===== config.mk =====
export PLATFORM = sky130hd
export DESIGN_NAME = joystick_locomotion_sequencer
export DESIGN_NICKNAME = d
export VERILOG_FILES = /design/src/hw/rtl/jls_pkg.sv /design/src/hw/rtl/jls_dp.sv /design/src/hw/rtl/jls_ctrl.sv /design/src/hw/rtl/joystick_locomotion_sequencer.sv
export SDC_FILE = /design/constraint.sdc
export NUM_CORES = 2
export LEC_CHECK = 0
export ABC_AREA = 1
export BUFFER_PORTS_ARGS = -buffer_cell sky130_fd_sc_hd__buf_2
export CAP_MARGIN = 20
export CORE_ASPECT_RATIO = 1.25
export CORE_MARGIN = 2
export CORE_UTILIZATION = 30
export DETAILED_ROUTE_END_ITERATION = 6
export PLACE_DENSITY = 0.54
export SLEW_MARGIN = 15
export SYNTH_ARGS = -nofsm -noshare
export SYNTH_HDL_FRONTEND = slang
export SYNTH_SLANG_ARGS = --single-unit

===== constraint.sdc =====
create_clock -name clk -period 6.3 [get_ports clk]
set_input_delay 0.315 -clock clk [delete_from_list [all_inputs] [get_ports clk]]
set_output_delay 0.315 -clock clk [all_outputs]
set_load 0.05 [all_outputs]

===== src/hw/rtl/jls_pkg.sv =====
// ----------------------------------------------------------------------------
// jls_pkg: shared types for the joystick locomotion sequencer
// Phase and register codes, controller states, and the command, status,
// configuration and result records passed between the modules.
// ----------------------------------------------------------------------------
`default_nettype none

package jls_pkg;

  // Reset values of the configuration registers.
  localparam logic [14:0] DEADZONE_RST     = 15'd4915;
  localparam logic [15:0] FORWARD_GAIN_RST = 16'd3855;
  localparam logic [15:0] LATERAL_GAIN_RST = 16'd2409;
  localparam logic [15:0] TURN_GAIN_RST    = 16'd3855;
  localparam logic [15:0] SPRINT_GAIN_RST  = 16'd8192;
  localparam logic [15:0] STANDUP_WAIT_RST = 16'd3000;
  localparam logic [14:0] MOTION_THR_RST   = 15'd41;

  localparam logic [15:0] ELAPSED_MAX = 16'hFFFF;

  typedef enum logic [2:0] {
    REG_DEADZONE     = 3'd0,
    REG_FORWARD_GAIN = 3'd1,
    REG_LATERAL_GAIN = 3'd2,
    REG_TURN_GAIN    = 3'd3,
    REG_SPRINT_GAIN  = 3'd4,
    REG_STANDUP_WAIT = 3'd5,
    REG_MOTION_THR   = 3'd6
  } cfg_idx_t;

  typedef enum logic [2:0] {
    PH_IDLE     = 3'd0,
    PH_STANDING = 3'd1,
    PH_AWAIT    = 3'd2,
    PH_ACTIVE   = 3'd3,
    PH_STOPPED  = 3'd4
  } phase_t;

  typedef enum logic [1:0] {
    SPD_NONE   = 2'd0,
    SPD_NORMAL = 2'd1,
    SPD_HIGH   = 2'd2
  } speed_cmd_t;

  typedef enum logic [2:0] {
    CS_IDLE,
    CS_LAT,
    CS_TURN,
    CS_FWD,
    CS_SPR,
    CS_FIN,
    CS_EMIT
  } ctl_state_t;

  typedef enum logic [2:0] {
    OP_NONE,
    OP_LOAD,
    OP_MUL_LAT,
    OP_MUL_TURN,
    OP_MUL_FWD,
    OP_MUL_SPR,
    OP_COMMIT
  } dp_op_t;

  typedef struct packed {
    logic [14:0] deadzone;
    logic [15:0] forward_gain;
    logic [15:0] lateral_gain;
    logic [15:0] turn_gain;
    logic [15:0] sprint_gain;
    logic [15:0] standup_wait_ms;
    logic [14:0] motion_threshold;
  } cfg_t;

  typedef struct packed {
    dp_op_t op;
    logic   sprint;
  } dp_cmd_t;

  typedef struct packed {
    logic moved;
  } dp_sts_t;

  typedef struct packed {
    logic       emit;
    phase_t     phase;
    logic       vel_valid;
    logic       stand;
    logic       start;
    speed_cmd_t speed;
    logic       stop;
  } res_t;

endpackage

`default_nettype wire


===== src/hw/rtl/jls_dp.sv =====
// ----------------------------------------------------------------------------
// jls_dp: axis shaping datapath
// Deadzone subtraction, one shared 16x16 multiplier stepped over the axes,
// optional sprint scaling, saturation and the held velocity registers.
// ----------------------------------------------------------------------------
`default_nettype none

module jls_dp import jls_pkg::*; (
  input  wire logic               clk,
  input  wire logic               rst_n,
  input  wire cfg_t               cfg,
  input  wire logic signed [15:0] in_lat,
  input  wire logic signed [15:0] in_fwd,
  input  wire logic signed [15:0] in_turn,
  input  wire dp_cmd_t            cmd,
  output dp_sts_t                 sts,
  output logic signed [15:0]      fwd_hold,
  output logic signed [15:0]      lat_hold,
  output logic signed [15:0]      turn_hold
);

  // Magnitude above the deadzone, zero inside it.
  function automatic logic [15:0] axis_diff(logic signed [15:0] v, logic [14:0] dz);
    logic [15:0] mag;
    mag = v[15] ? (~v + 16'd1) : v;
    return (mag >= {1'b0, dz}) ? (mag - {1'b0, dz}) : 16'd0;
  endfunction

  function automatic logic signed [15:0] sat_vel(logic [19:0] m, logic neg);
    if (neg) begin
      return (m > 20'd32768) ? 16'sh8000 : $signed(~m[15:0] + 16'd1);
    end
    return (m > 20'd32767) ? 16'sh7FFF : $signed(m[15:0]);
  endfunction

  function automatic logic [15:0] sat_mag(logic [19:0] m, logic neg);
    if (neg) begin
      return (m > 20'd32768) ? 16'd32768 : m[15:0];
    end
    return (m > 20'd32767) ? 16'd32767 : m[15:0];
  endfunction

  logic [15:0] diff_lat_r, diff_fwd_r, diff_turn_r;
  logic        neg_lat_r, neg_fwd_r, neg_turn_r;
  logic [31:0] prod_r, prod_nxt;
  logic [15:0] lat_m_r, turn_m_r;
  logic signed [15:0] fwd_hold_r, lat_hold_r, turn_hold_r;
  logic signed [15:0] fwd_sat, lat_sat, turn_sat;
  logic [15:0] mul_a, mul_b;
  logic [19:0] fwd_m;

  always_comb begin
    unique case (cmd.op)
      OP_MUL_LAT: begin
        mul_a = diff_lat_r;
        mul_b = cfg.lateral_gain;
      end
      OP_MUL_TURN: begin
        mul_a = diff_turn_r;
        mul_b = cfg.turn_gain;
      end
      OP_MUL_FWD: begin
        mul_a = diff_fwd_r;
        mul_b = cfg.forward_gain;
      end
      OP_MUL_SPR: begin
        mul_a = prod_r[30:15];
        mul_b = cfg.sprint_gain;
      end
      default: begin
        mul_a = 16'd0;
        mul_b = 16'd0;
      end
    endcase
    prod_nxt = 32'(mul_a) * 32'(mul_b);
  end

  // The forward product sits in prod_r at the final step, scaled once or twice.
  assign fwd_m    = cmd.sprint ? prod_r[31:12] : {4'd0, prod_r[30:15]};
  assign fwd_sat  = sat_vel(fwd_m, neg_fwd_r);
  assign lat_sat  = sat_vel({4'd0, lat_m_r}, neg_lat_r);
  assign turn_sat = sat_vel({4'd0, turn_m_r}, neg_turn_r);

  assign sts.moved = (sat_mag(fwd_m, neg_fwd_r) > {1'b0, cfg.motion_threshold}) ||
                     (sat_mag({4'd0, lat_m_r}, neg_lat_r) > {1'b0, cfg.motion_threshold}) ||
                     (sat_mag({4'd0, turn_m_r}, neg_turn_r) > {1'b0, cfg.motion_threshold});

  always_ff @(posedge clk) begin
    case (cmd.op)
      OP_LOAD: begin
        diff_lat_r  <= axis_diff(in_lat, cfg.deadzone);
        diff_fwd_r  <= axis_diff(in_fwd, cfg.deadzone);
        diff_turn_r <= axis_diff(in_turn, cfg.deadzone);
        neg_lat_r   <= in_lat[15];
        neg_fwd_r   <= in_fwd[15];
        neg_turn_r  <= in_turn[15];
      end
      OP_MUL_LAT: begin
        prod_r <= prod_nxt;
      end
      OP_MUL_TURN: begin
        lat_m_r <= prod_r[30:15];
        prod_r  <= prod_nxt;
      end
      OP_MUL_FWD: begin
        turn_m_r <= prod_r[30:15];
        prod_r   <= prod_nxt;
      end
      OP_MUL_SPR: begin
        prod_r <= prod_nxt;
      end
      default: begin
      end
    endcase
  end

  always_ff @(posedge clk) begin
    if (!rst_n) begin
      fwd_hold_r  <= '0;
      lat_hold_r  <= '0;
      turn_hold_r <= '0;
    end else if (cmd.op == OP_COMMIT) begin
      fwd_hold_r  <= fwd_sat;
      lat_hold_r  <= lat_sat;
      turn_hold_r <= turn_sat;
    end
  end

  assign fwd_hold  = fwd_hold_r;
  assign lat_hold  = lat_hold_r;
  assign turn_hold = turn_hold_r;

endmodule

`default_nettype wire


===== src/hw/rtl/jls_ctrl.sv =====
// ----------------------------------------------------------------------------
// jls_ctrl: sequencer controller
// Steps the datapath through one item and keeps the locomotion phase,
// button history, sprint state and the stand-up millisecond counter.
// ----------------------------------------------------------------------------
`default_nettype none

module jls_ctrl import jls_pkg::*; (
  input  wire logic    clk,
  input  wire logic    rst_n,
  input  wire cfg_t    cfg,
  input  wire logic    in_valid,
  output logic         in_ready,
  input  wire logic    in_mode,
  input  wire logic    in_confirm,
  input  wire logic    in_sprint,
  input  wire logic    out_free,
  output dp_cmd_t      cmd,
  input  wire dp_sts_t sts,
  output res_t         res
);

  ctl_state_t state_r, state_nxt;
  phase_t     phase_r, phase_nxt;
  logic       sprinting_r, sprinting_nxt;
  logic       sprint_prev_r, sprint_prev_nxt;
  logic       confirm_prev_r, confirm_prev_nxt;
  logic       confirm_r, confirm_nxt;
  logic [15:0] elapsed_r, elapsed_nxt;
  phase_t     res_phase_r, res_phase_nxt;
  logic       res_valid_r, res_valid_nxt;
  logic       res_stand_r, res_stand_nxt;
  logic       res_start_r, res_start_nxt;
  logic       res_stop_r, res_stop_nxt;
  speed_cmd_t res_speed_r, res_speed_nxt;

  always_ff @(posedge clk) begin
    if (!rst_n) begin
      state_r        <= CS_IDLE;
      phase_r        <= PH_IDLE;
      sprinting_r    <= 1'b0;
      sprint_prev_r  <= 1'b0;
      confirm_prev_r <= 1'b0;
      confirm_r      <= 1'b0;
      elapsed_r      <= '0;
      res_phase_r    <= PH_IDLE;
      res_valid_r    <= 1'b0;
      res_stand_r    <= 1'b0;
      res_start_r    <= 1'b0;
      res_stop_r     <= 1'b0;
      res_speed_r    <= SPD_NONE;
    end else begin
      state_r        <= state_nxt;
      phase_r        <= phase_nxt;
      sprinting_r    <= sprinting_nxt;
      sprint_prev_r  <= sprint_prev_nxt;
      confirm_prev_r <= confirm_prev_nxt;
      confirm_r      <= confirm_nxt;
      elapsed_r      <= elapsed_nxt;
      res_phase_r    <= res_phase_nxt;
      res_valid_r    <= res_valid_nxt;
      res_stand_r    <= res_stand_nxt;
      res_start_r    <= res_start_nxt;
      res_stop_r     <= res_stop_nxt;
      res_speed_r    <= res_speed_nxt;
    end
  end

  always_comb begin
    phase_t ph;
    state_nxt        = state_r;
    phase_nxt        = phase_r;
    sprinting_nxt    = sprinting_r;
    sprint_prev_nxt  = sprint_prev_r;
    confirm_prev_nxt = confirm_prev_r;
    confirm_nxt      = confirm_r;
    elapsed_nxt      = elapsed_r;
    res_phase_nxt    = res_phase_r;
    res_valid_nxt    = res_valid_r;
    res_stand_nxt    = res_stand_r;
    res_start_nxt    = res_start_r;
    res_stop_nxt     = res_stop_r;
    res_speed_nxt    = res_speed_r;
    ph               = phase_r;
    cmd.op           = OP_NONE;
    cmd.sprint       = sprinting_r;
    res.emit         = 1'b0;
    res.phase        = res_phase_r;
    res.vel_valid    = res_valid_r;
    res.stand        = res_stand_r;
    res.start        = res_start_r;
    res.speed        = res_speed_r;
    res.stop         = res_stop_r;
    in_ready         = (state_r == CS_IDLE);

    unique case (state_r)
      CS_IDLE: begin
        if (in_valid) begin
          res_phase_nxt = phase_r;
          res_valid_nxt = 1'b0;
          res_stand_nxt = 1'b0;
          res_start_nxt = 1'b0;
          res_stop_nxt  = 1'b0;
          res_speed_nxt = SPD_NONE;
          state_nxt     = CS_EMIT;
          if (in_mode) begin
            if (phase_r == PH_STANDING && elapsed_r != ELAPSED_MAX) begin
              elapsed_nxt = elapsed_r + 16'd1;
            end
          end else if (phase_r == PH_STOPPED) begin
            // Terminal phase: nothing changes.
          end else if (phase_r == PH_ACTIVE && in_confirm && !confirm_prev_r) begin
            confirm_prev_nxt = 1'b1;
            phase_nxt        = PH_STOPPED;
            res_phase_nxt    = PH_STOPPED;
            res_stop_nxt     = 1'b1;
            res_valid_nxt    = 1'b1;
          end else begin
            if (in_sprint && !sprint_prev_r) begin
              sprinting_nxt = 1'b1;
              res_speed_nxt = SPD_HIGH;
            end else if (!in_sprint && sprint_prev_r) begin
              sprinting_nxt = 1'b0;
              res_speed_nxt = SPD_NORMAL;
            end
            sprint_prev_nxt = in_sprint;
            confirm_nxt     = in_confirm;
            cmd.op          = OP_LOAD;
            state_nxt       = CS_LAT;
          end
        end
      end
      CS_LAT: begin
        cmd.op    = OP_MUL_LAT;
        state_nxt = CS_TURN;
      end
      CS_TURN: begin
        cmd.op    = OP_MUL_TURN;
        state_nxt = CS_FWD;
      end
      CS_FWD: begin
        cmd.op    = OP_MUL_FWD;
        state_nxt = sprinting_r ? CS_SPR : CS_FIN;
      end
      CS_SPR: begin
        cmd.op    = OP_MUL_SPR;
        state_nxt = CS_FIN;
      end
      CS_FIN: begin
        cmd.op = OP_COMMIT;
        unique case (phase_r)
          PH_IDLE: begin
            if (sts.moved) begin
              ph            = PH_STANDING;
              res_stand_nxt = 1'b1;
              elapsed_nxt   = '0;
            end
          end
          PH_STANDING: begin
            if (elapsed_r > cfg.standup_wait_ms) begin
              ph = PH_AWAIT;
            end
          end
          PH_AWAIT: begin
            if (confirm_r && !confirm_prev_r) begin
              ph            = PH_ACTIVE;
              res_start_nxt = 1'b1;
            end
          end
          default: begin
          end
        endcase
        phase_nxt        = ph;
        res_phase_nxt    = ph;
        res_valid_nxt    = (ph == PH_ACTIVE);
        confirm_prev_nxt = confirm_r;
        state_nxt        = CS_EMIT;
      end
      CS_EMIT: begin
        res.emit = out_free;
        if (out_free) begin
          state_nxt = CS_IDLE;
        end
      end
      default: begin
        state_nxt = CS_IDLE;
      end
    endcase
  end

endmodule

`default_nettype wire


===== src/hw/rtl/joystick_locomotion_sequencer.sv =====
// ----------------------------------------------------------------------------
// joystick_locomotion_sequencer: stick shaping and startup sequencing
// Turns controller samples and millisecond ticks into velocity commands and
// stand-up, start, speed-mode and stop command pulses.
// ----------------------------------------------------------------------------
//
//  Channel  Direction  Handshake              Contents
//  in_      slave      in_tvalid/in_tready    sample or tick, one per transfer
//  out_     master     out_tvalid/out_tready  one result per input transfer
//  cfg_     slave      cfg_valid/cfg_ready    register index and write data
//
// A tick, a sample in the stopped phase and the stop press go from acceptance
// straight to the emit state, which loads the output register. Other samples
// pass the lateral, turn, forward, sprint (while sprinting) and commit states:
// the single shared 16x16 multiplier is used once per axis and once more for
// the sprint gain. A new item is accepted once the controller is back in its
// idle state, even while the previous result still waits in the output
// register; the controller stalls only when it must load a result and the
// register is still full. Reset is synchronous and active low; it restores
// the configuration defaults and the idle phase. cfg_ready is always high.
// ----------------------------------------------------------------------------
`default_nettype none

module joystick_locomotion_sequencer import jls_pkg::*; (
  input  wire logic        clk,
  input  wire logic        rst_n,
  // Input stream.
  input  wire logic        in_tvalid,
  output logic             in_tready,
  // [15:0] lateral_axis, [31:16] forward_axis, [47:32] turn_axis,
  // [48] confirm_button, [49] sprint_button, [55:50] zero
  input  wire logic [55:0] in_tdata,
  // [0] mode: 0 controller sample, 1 millisecond tick
  input  wire logic        in_tuser,
  // Result stream.
  output logic             out_tvalid,
  input  wire logic        out_tready,
  // [2:0] phase, [18:3] forward_velocity, [34:19] lateral_velocity,
  // [50:35] turn_velocity, [51] velocity_valid, [52] stand_up_pulse,
  // [53] start_pulse, [55:54] speed_mode_cmd, [56] stop_pulse, [63:57] zero
  output logic [63:0]      out_tdata,
  // Configuration writes.
  input  wire logic        cfg_valid,
  output logic             cfg_ready,
  input  wire logic [2:0]  cfg_index,
  input  wire logic [15:0] cfg_data
);

  cfg_t    cfg_r;
  dp_cmd_t cmd;
  dp_sts_t sts;
  res_t    res;
  logic    out_valid_r;
  logic [63:0] out_data_r;
  logic    out_free;
  logic signed [15:0] fwd_hold, lat_hold, turn_hold;
  logic signed [15:0] fwd_out, lat_out, turn_out;

  // Configuration registers. The user must write only while no item is in flight; the block does not enforce it.
  assign cfg_ready = 1'b1;

  always_ff @(posedge clk) begin
    if (!rst_n) begin
      cfg_r.deadzone         <= DEADZONE_RST;
      cfg_r.forward_gain     <= FORWARD_GAIN_RST;
      cfg_r.lateral_gain     <= LATERAL_GAIN_RST;
      cfg_r.turn_gain        <= TURN_GAIN_RST;
      cfg_r.sprint_gain      <= SPRINT_GAIN_RST;
      cfg_r.standup_wait_ms  <= STANDUP_WAIT_RST;
      cfg_r.motion_threshold <= MOTION_THR_RST;
    end else if (cfg_valid && cfg_ready) begin
      unique case (cfg_idx_t'(cfg_index))
        REG_DEADZONE:     cfg_r.deadzone         <= cfg_data[14:0];
        REG_FORWARD_GAIN: cfg_r.forward_gain     <= cfg_data;
        REG_LATERAL_GAIN: cfg_r.lateral_gain     <= cfg_data;
        REG_TURN_GAIN:    cfg_r.turn_gain        <= cfg_data;
        REG_SPRINT_GAIN:  cfg_r.sprint_gain      <= cfg_data;
        REG_STANDUP_WAIT: cfg_r.standup_wait_ms  <= cfg_data;
        REG_MOTION_THR:   cfg_r.motion_threshold <= cfg_data[14:0];
        default: begin
        end
      endcase
    end
  end

  // The output register can take a result when empty or being drained.
  assign out_free = !out_valid_r || out_tready;

  jls_ctrl u_ctrl (
    .clk        (clk),
    .rst_n      (rst_n),
    .cfg        (cfg_r),
    .in_valid   (in_tvalid),
    .in_ready   (in_tready),
    .in_mode    (in_tuser),
    .in_confirm (in_tdata[48]),
    .in_sprint  (in_tdata[49]),
    .out_free   (out_free),
    .cmd        (cmd),
    .sts        (sts),
    .res        (res)
  );

  jls_dp u_dp (
    .clk       (clk),
    .rst_n     (rst_n),
    .cfg       (cfg_r),
    .in_lat    ($signed(in_tdata[15:0])),
    .in_fwd    ($signed(in_tdata[31:16])),
    .in_turn   ($signed(in_tdata[47:32])),
    .cmd       (cmd),
    .sts       (sts),
    .fwd_hold  (fwd_hold),
    .lat_hold  (lat_hold),
    .turn_hold (turn_hold)
  );

  // Velocities are only reported when a velocity command goes out.
  assign fwd_out  = res.vel_valid ? fwd_hold  : 16'sd0;
  assign lat_out  = res.vel_valid ? lat_hold  : 16'sd0;
  assign turn_out = res.vel_valid ? turn_hold : 16'sd0;

  always_ff @(posedge clk) begin
    if (!rst_n) begin
      out_valid_r <= 1'b0;
    end else if (res.emit) begin
      out_valid_r <= 1'b1;
    end else if (out_tready) begin
      out_valid_r <= 1'b0;
    end
  end

  always_ff @(posedge clk) begin
    if (res.emit) begin
      out_data_r <= {7'd0, res.stop, res.speed, res.start, res.stand, res.vel_valid,
                     turn_out, lat_out, fwd_out, res.phase};
    end
  end

  assign out_tvalid = out_valid_r;
  assign out_tdata  = out_data_r;

  // A result is never loaded over one that has not been transferred.
  a_no_overwrite: assert property (@(posedge clk) disable iff (!rst_n)
    res.emit |-> (!out_valid_r || out_tready))
    else $error("result loaded over a pending output transfer");

  // One item at a time: the cycle after a transfer in, no further input is taken.
  a_one_in_flight: assert property (@(posedge clk) disable iff (!rst_n)
    (in_tvalid && in_tready) |=> !in_tready)
    else $error("input accepted while an item is in flight");

  // A stop command always reports the stopped phase.
  a_stop_phase: assert property (@(posedge clk) disable iff (!rst_n)
    (res.emit && res.stop) |-> (res.phase == PH_STOPPED))
    else $error("stop pulse without stopped phase");

  // A stand-up command is only issued on entry to the standing phase.
  a_stand_phase: assert property (@(posedge clk) disable iff (!rst_n)
    (res.emit && res.stand) |-> (res.phase == PH_STANDING && !res.vel_valid))
    else $error("stand-up pulse outside the standing phase");

endmodule

`default_nettype wire

==> metrics.txt <==
status finished, final reports clean; Post-synth EDFFs 160; Synth Register Bits between 300 and 400; Residual DRC 0; clock root cell clkbuf_16; Slew @ Worst Pin slightly above 1 ns; Via density between 4 and 5; share of layout cells above drive strength 1 19.9%; count of buffers inserted at the top-level ports about 130; Post-synth ARST share 0%; IO Pins roughly 150; met2 Usage GRT between 30% and 40%; Synth-to-Final Area Change 22.9%; Pwr Density between 300 and 400 nW/um2; Clk Latency, worst-skew pair about 0.57 ns; core area 94300 um2; All-Layer GR Usage 18.7%; Max Cap Viol 0; hpwl dp roughly 74 mm; initial antenna violation count 1; initial core utilization 30.2%; final non-filler cell total between 5000 and 6000; Max Buffers Root-to-Sink 3; yosys warns 0; initial drt markers 1424; DRT Wirelength ~92 mm; synth unique cells 63; Req. time, crit path 6.62 ns; Post-Layout Inst Area roughly 35000 um2; FP Rows around 130; M3 GR Usage approximately 2.2%; grt ovf 0; Reg clk slew, reported paths approximately 0.070 ns; Via Count about 25000; Final Hold Vio Count 0; endpoints failing setup 0; Top Usage Layer GRT met2; Setup Crit Path Kind reg2reg; register area share after synthesis between 30% and 40%; Hold Path Class in2reg; CP max FO 8; Placed Area around 32000 um2; Die Wd ~280 um; post-route ant nets 0; period utilization 98.7%; largest net degree at the start of global routing 93; die area 97500 um2; ys flop type dfxtp_1; die height between 300 and 400 um; vias in the first global route 24900; worst vdd ir 0.196 mV; clk sinks 351; startpoint types flip-flop; CP endpoint kind flip-flop; first-pass GRT wire length ~140 mm; Antenna Cells 0; total CTS buffers 38; Final #Nets 4432; fmax ~160 MHz; RSZ-0062 raised after global routing true; Routed WL per cell roughly 18 um; Hold Buf Count CTS 0; first-pass detailed-route iteration total 6; Leak ~16 nW; Post-Syn Area per Cell around 8 um2; arrival time at the worst endpoint roughly 6.5 ns; TritonCTS clock tree yes; Slew Limit Fails 0; relative slew slack a little under a third; Syn Inst Count approximately 3600; Tmin final just over 6 ns; GPL Wtd Cong between 0.9 and 1; Post-Syn Area 28500 um2; clk_skew 0.0135 ns; H-tree Lvls 2; placed cells between 5000 and 6000; met1 usage between 20% and 30%
[final cells by class]
class / count / area, um2
Fill cell: 9739 / 59200
Multi-Input combinational cell: 2504 / 18000
Sequential cell: 351 / 8640
Timing Repair Buffer: 409 / 3080
Inverter: 634 / 2450
Tap cell: 1216 / 1520
Clock buffer: 52 / 1090
Clock inverter: 18 / 238
Timing Repair inverter: 1 / 6.26
[Yosys cell counts (all sizes together), types with 4 or more instances]
library cell | count | area share [%]
nand2 | 699 | 9.4
inv | 621 | 8.2
nor2 | 365 | 5.2
o21ai | 260 | 4.7
a21oi | 243 | 4.3
ha | 216 | 9.5
fa | 196 | 14
dfxtp | 191 | 13
edfxtp | 160 | 17
nand3 | 121 | 2.3
xor2 | 79 | 2.4
clkbuf | 60 | 0.79
buf | 51 | 1.1
nand4 | 49 | 1.1
a31oi | 43 | 0.94
nor3 | 42 | 0.74
xnor2 | 31 | 0.95
o211ai | 30 | 0.79
a22o | 20 | 0.61
o22ai | 16 | 0.39
clkinv | 13 | 0.17
a32o | 12 | 0.42
o21a | 10 | 0.29
nor4 | 8 | 0.20
or2 | 8 | 0.18
a21boi | 7 | 0.18
nand3b | 7 | 0.18
o21bai | 7 | 0.18
a211oi | 6 | 0.16
o31ai | 4 | 0.11
[stage by stage]
step           total power [W]  setup WS [ns]  TNS (ns)  hold WS [ns]  util (%)
2_1_floorplan          0.00670        0.00782         0         0.409         -
3_3_place_gp           0.00930         -0.305     -3.33         0.419      34.1
3_5_place_dp           0.00933         -0.389     -4.37         0.419      34.1
4_1_cts                 0.0121       -0.00762  -0.00837     0.0000997      35.8
5_1_grt                 0.0137         -0.161    -0.794        0.0411      37.2
6_report                0.0128         0.0790         0        0.0343      37.2
[repair_timing]
item / 4_1_cts / 5_1_grt
gates cloned: 1 / 2
gates resized for setup: 66 / 288
buffers inserted: 6 / 38
pin swaps: 21 / 127
setup endpoints to repair: 19 / 19
[worst paths after layout]
check / from / endpoint / slack, ns / cells past startpoint
setup / recovery: u_ctrl.state_r[1] / u_dp.prod_r[29] / 0.08 / 26
hold / removal: in_tdata[49] / u_ctrl.sprint_prev_r / 0.03 / 3
setup reg to reg: u_ctrl.state_r[1] / u_dp.prod_r[29] / 0.08 / 26
hold reg to reg: u_ctrl.res_stop_r / out_tdata[56] / 0.43 / 0
[critical path, stage by stage, from the launching register on]
cell	delay, ns
dfxtp_2	0.33
buf_12	0.13
nand2_4	0.10
inv_8	0.05
buf_6	0.13
a32o_1	0.22
nor2_2	0.15
buf_12	0.15
buf_6	0.13
nor2_1	0.06
fa_1	0.52
inv_1	0.07
fa_1	0.50
fa_2	0.53
inv_1	0.06
fa_2	0.48
fa_1	0.56
fa_1	0.46
ha_4	0.30
a21oi_2	0.16
buf_4	0.13
o21a_1	0.13
nor2_1	0.05
nor2_1	0.15
o221a_2	0.20
nand2_1	0.06
xor2_1	0.13
[sequential cells by signal, indices dropped and copies added (netlist names), 2 cells and up]
| signal | count |
|---|---|
| cfg_r | 110 |
| out_tdata | 57 |
| u_dp.prod_r | 20 |
| u_ctrl.elapsed_r | 16 |
| u_dp.diff_fwd_r | 16 |
| u_dp.diff_lat_r | 16 |
| u_dp.diff_turn_r | 16 |
| u_dp.fwd_hold | 16 |
| u_dp.lat_hold | 16 |
| u_dp.lat_m_r | 16 |
| u_dp.turn_hold | 16 |
| u_dp.turn_m_r | 16 |
| u_ctrl.phase_r | 3 |
| u_ctrl.state_r | 3 |
| u_ctrl.res_speed_r | 2 |
[cells in the final DEF (no fill, tap or decap), types with 132 or more instances in the layout]
cell	n
a21oi_1	223
buf_2	132
fa_1	168
o21ai_0	220
inv_1	569
nand2_1	651
dfxtp_1	187
nor2_1	296
edfxtp_1	160
ha_1	198
buf_4	222
[layer usage]
layer,routed length [um],vias to the layer above
li1,-,12300
met1,37100,11900
met2,45800,594
met3,4020,188
met4,4870,0
met5,0,-
[cell families after synthesis]
| logic type | count (synthesis) | synth area share [%] |
|---|---|---|
| mux | 1 | 0.0351 |
| xor+xnor | 110 | 3.38 |
| compound gates | 669 | 13.4 |
| simple gates | 1304 | 19.4 |
| buf+inv | 745 | 10.3 |
| other cells | 2 | 0.0263 |
| fa+ha+maj | 412 | 23.2 |
| flops | 351 | 30.3 |
[report_power, final]
group | leakage (nW) | total [W] | internal [W] | switching (W)
clock network | 0.654 | 0.00241 | 0.00143 | 0.000982
registers | 3.05 | 0.00306 | 0.00283 | 0.000228
logic | 12.5 | 0.00735 | 0.00293 | 0.00442
total | 16.2 | 0.0128 | 0.00719 | 0.00563
Power figures use the tool's default switching activity.
